--- config.mk ---
export PLATFORM = sky130hd
export DESIGN_NAME = sac_lookup
export DESIGN_NICKNAME = d
export VERILOG_FILES = /design/src/hdl/sac_pkg.sv /design/src/hdl/sac_lookup.sv
export SDC_FILE = /design/constraint.sdc
export NUM_CORES = 1
export LEC_CHECK = 0
export BUFFER_PORTS_ARGS = -buffer_cell sky130_fd_sc_hd__buf_2
export CORE_AREA = 3 3 221 223
export DETAILED_ROUTE_END_ITERATION = 12
export DIE_AREA = 0 0 224 226
export PLACE_DENSITY = 0.38
export SYNTH_ARGS = -nofsm -noshare
export SYNTH_HDL_FRONTEND = slang
export SYNTH_SLANG_ARGS = --single-unit
--- constraint.sdc ---
create_clock -name vclk -period 7.1
set_clock_uncertainty 0.1 [all_clocks]
set_input_delay 0.71 -clock vclk [all_inputs]
set_output_delay 0.71 -clock vclk [all_outputs]
set_load 0.005 [all_outputs]
--- src/hdl/sac_pkg.sv ---
// Package for the set-associative cache model: word types, config register
// indexes and the lookup status bundle. No dependencies.
package sac_pkg;

    // Input word: one cache access
    typedef struct packed {
        logic        is_write;
        logic [31:0] address;
    } in_word_t;

    // Result word: access outcome and running totals after this access
    typedef struct packed {
        logic        hit;
        logic        mem_read;
        logic        mem_write;
        logic [31:0] hit_total;
        logic [31:0] miss_total;
        logic [31:0] read_total;
        logic [31:0] write_total;
    } out_word_t;

    // Config port
    localparam int CFG_INDEX_W = 2;
    localparam int CFG_DATA_W  = 4;

    typedef logic [CFG_INDEX_W-1:0] cfg_index_t;
    typedef logic [CFG_DATA_W-1:0]  cfg_data_t;

    localparam cfg_index_t CFG_OFFSET_BITS    = 2'd0;
    localparam cfg_index_t CFG_SET_INDEX_BITS = 2'd1;
    localparam cfg_index_t CFG_WAYS_IN_USE    = 2'd2;

    localparam cfg_data_t OFFSET_BITS_RST    = 4'd0;
    localparam cfg_data_t SET_INDEX_BITS_RST = 4'd0;
    localparam cfg_data_t WAYS_IN_USE_RST    = 4'd1;

    // Lookup status handed from the lookup logic to the pipeline
    typedef struct packed {
        logic hit;
        logic row_we;
    } look_stat_t;

endpackage

--- src/hdl/sac_lookup.sv ---
// Tag compare and FIFO replacement for one set row.
// Depends on sac_pkg (look_stat_t).
module sac_lookup #(
    parameter int MAX_WAYS = 8,
    parameter int AW       = 32
) (
    input  logic [MAX_WAYS*AW + $clog2(MAX_WAYS+1) + (MAX_WAYS > 1 ? $clog2(MAX_WAYS) : 1)-1:0]
                                              row_i,
    input  logic [AW-1:0]                     blk_i,
    input  logic [$clog2(MAX_WAYS+1)-1:0]     ways_i,
    output logic [MAX_WAYS*AW + $clog2(MAX_WAYS+1) + (MAX_WAYS > 1 ? $clog2(MAX_WAYS) : 1)-1:0]
                                              row_o,
    output sac_pkg::look_stat_t               stat_o
);

    localparam int FILL_W   = $clog2(MAX_WAYS + 1);
    localparam int WAY_W    = (MAX_WAYS > 1) ? $clog2(MAX_WAYS) : 1;
    localparam int TAG_BITS = MAX_WAYS * AW;

    logic [FILL_W-1:0] fill;
    logic [WAY_W-1:0]  oldest;
    logic [WAY_W-1:0]  victim;
    logic [FILL_W-1:0] fill_new;
    logic [WAY_W-1:0]  oldest_new;
    logic [FILL_W-1:0] victim_inc;
    logic              hit;

    assign fill   = row_i[TAG_BITS +: FILL_W];
    assign oldest = row_i[TAG_BITS + FILL_W +: WAY_W];

    // search the valid ways in use; ways below the fill count are valid
    always_comb begin
        hit = 1'b0;
        for (int w = 0; w < MAX_WAYS; w++) begin
            if ((FILL_W'(w) < ways_i) && (FILL_W'(w) < fill) &&
                (row_i[w*AW +: AW] == blk_i)) begin
                hit = 1'b1;
            end
        end
    end

    // victim choice: next empty way, else oldest way round robin
    always_comb begin
        fill_new   = fill;
        oldest_new = oldest;
        victim_inc = '0;
        if (fill < ways_i) begin
            victim   = WAY_W'(fill);
            fill_new = fill + FILL_W'(1);
        end else begin
            victim     = (FILL_W'(oldest) >= ways_i) ? '0 : oldest;
            victim_inc = FILL_W'(victim) + FILL_W'(1);
            oldest_new = (victim_inc == ways_i) ? '0 : WAY_W'(victim_inc);
        end
    end

    // updated row for a miss
    always_comb begin
        row_o = row_i;
        if (!hit) begin
            for (int w = 0; w < MAX_WAYS; w++) begin
                if (WAY_W'(w) == victim) begin
                    row_o[w*AW +: AW] = blk_i;
                end
            end
            row_o[TAG_BITS +: FILL_W]         = fill_new;
            row_o[TAG_BITS + FILL_W +: WAY_W] = oldest_new;
        end
    end

    assign stat_o.hit    = hit;
    assign stat_o.row_we = !hit;

endmodule

==> flow_summary.json <==
{
  "hold_path_depth": 3,
  "routabilityCongestion": 0.859,
  "status": "finished, final reports clean",
  "fmax_mhz": 174,
  "rsz0062_at_grt": "no",
  "syn_inst": 921,
  "max_cap_viol_count": 0,
  "synth_top_cell_by_area": "mux2_2",
  "ant_nets": 0,
  "vias": 9848,
  "synth_commonest_cells": "xor2_1 (220), mux2_2 (191), nor4_1 (85)",
  "finalSetupTns_ns": 0,
  "syn_area_per_cell_um2": 8.42,
  "overflow": 0,
  "arrival_ns": 4.94,
  "hold_buffers": 0,
  "synth_area_leaders": "mux2_2 (28%), xor2_1 (25%), nor4_1 (6.9%)",
  "critPathLaunchType": "primary input",
  "start_util_pct": 16.6,
  "finalInstanceArea_um2": 11000,
  "leakagePower_nw": 4.95,
  "worst_slew_pin_slew_ns": 0.730,
  "die_h_um": 226,
  "seq_cells": 0,
  "yosysSeqAreaShare_pct": 0,
  "fp.coreArea_um2": 46800,
  "finalNetCount": 1725,
  "end_kind": "output port",
  "yosys_warnings": 0,
  "fin_crit_sh_pct": 80.9,
  "slew_violations": 0,
  "syn-cell-area_um2": 7750,
  "drt_pass1_iterations": 5,
  "max-slew-margin-rel_pct": 51.1,
  "viasPerCell": 4.87,
  "hold_start": "row_i[225]",
  "drt_wl_total_um": 62300,
  "dp_cells": 2021,
  "area_growth_syn_to_layout_pct": 42.0,
  "dpl.hpwl_um": 52000,
  "antenna_found_initial": 4,
  "cp.required_ns": 6.29,
  "vdd_ir_drop_max_v": 0.0000353,
  "drc": 0,
  "drt_iter0_drc": 665,
  "fp.dieW_um": 224,
  "min_to": "row_o[225]",
  "postCtsSetupRepairBufs": 0,
  "dpl_cell_area_um2": 11000,
  "ios": 564,
  "synth.most_common_cell": "xor2_1",
  "n_clock_buffer": 0,
  "drive_gt1_share_pct": 58.1,
  "grt_usage_pct": 22.8,
  "power.density_nw_per_um2": 94.3,
  "grt_pass1_vias": 9672,
  "placementRows": 79,
  "grt_start_max_net_pins": 33,
  "numPortBuffers": 564,
  "die_area_um2": 50600,
  "hp-class": "in -> out",
  "synth_top_area_share_pct": 27.7,
  "final_cells": 2023,
  "post_cts_resized": 0,
  "grt_pass1_wl_um": 81100,
  "crit_type": "in -> out",
  "finalCriticalPeriod_ns": 5.75,
  "seq_area_um2": 0,
  "hold_viol_final": 0,
  "setup_violations": 0,
  "cp_max_fo": 18,
  "wl_per_cell_um": 30.8,
  "synth_nets": 1230,
  "ys_types": 50
}
[layout make-up]
class,count,area [um^2]
diodes,2,5.00
fillers,5293,35800
inverters,9,33.8
multi-input cells,819,7220
well taps,607,759
repair buffers,586,2990
[where the power goes]
part	leakage [nW]	switching [mW]	internal [mW]	total (mW)
sequential	0	0	0	0
clock	0.0000127	0	0.0000000378	0.0000000378
combinational	4.95	0.601	0.437	1.04
[kinds of logic after synthesis]
family	synth area share, %
compound gates	3.44
fa+ha+maj	1.61
mux	38.8
simple gates	18.9
xor+xnor	29.8
buf+inv	7.47
[worst max-delay path by stage]
stage                     startpoint         end  slack (ns)  cells past startpoint
after floorplan           row_i[260]  row_o[100]        3.40                     12
after detailed placement   blk_i[25]  row_o[105]        1.47                     12
final                      blk_i[25]  row_o[102]        1.35                     12
after CTS                  blk_i[25]  row_o[100]        1.46                     12
after global placement     blk_i[25]  row_o[107]        1.60                     12
after global routing       blk_i[25]  row_o[104]        1.29                     12
[layout by cell type (no fill, tap or decap), types with 9 or more instances in the layout]
| cell | instances |
|---|---|
| buf_4 | 22 |
| xnor2_1 | 44 |
| xor2_1 | 220 |
| nand4b_1 | 9 |
| nor2_1 | 39 |
| nand4_1 | 27 |
| nor3_1 | 20 |
| nand2_1 | 21 |
| mux2_1 | 36 |
| mux2_4 | 30 |
| inv_1 | 9 |
| nor4_1 | 85 |
| ha_1 | 10 |
| buf_2 | 564 |
| mux2_2 | 191 |
| nand3_1 | 15 |
| a21oi_1 | 13 |
[through the flow]
stage                     hold WS (ns)  worst slack [ns]  total power, mW  util (%)
after CTS                         1.64              1.46             1.03      23.5
final                             1.63              1.35             1.04      23.5
after floorplan                   1.43              3.40            0.528         -
after global routing              1.65              1.29             1.10      23.5
after global placement            1.63              1.60             1.03      23.5
after detailed placement          1.63              1.47             1.03      23.5
[metal layers]
layer,GRT usage (%),up-vias,part of all wire [%]
met2,36.9,559,45
met5,0,-,0.021
met3,3.80,58,7.1
met1,32.2,4892,46
li1,-,4337,-
met4,3.80,2,1.8
[worst max-delay path, stage by stage]
cell     delay (ns)
buf_2          0.33
buf_4          0.30
xor2_1         0.09
nor2_1         0.53
nand4_1        0.26
nor4_1         0.69
nor4_4         0.12
nand2_2        0.34
or3_2          0.65
buf_4          0.42
mux2_4         0.33
buf_2          0.13
(Power assumes the default switching activity.)
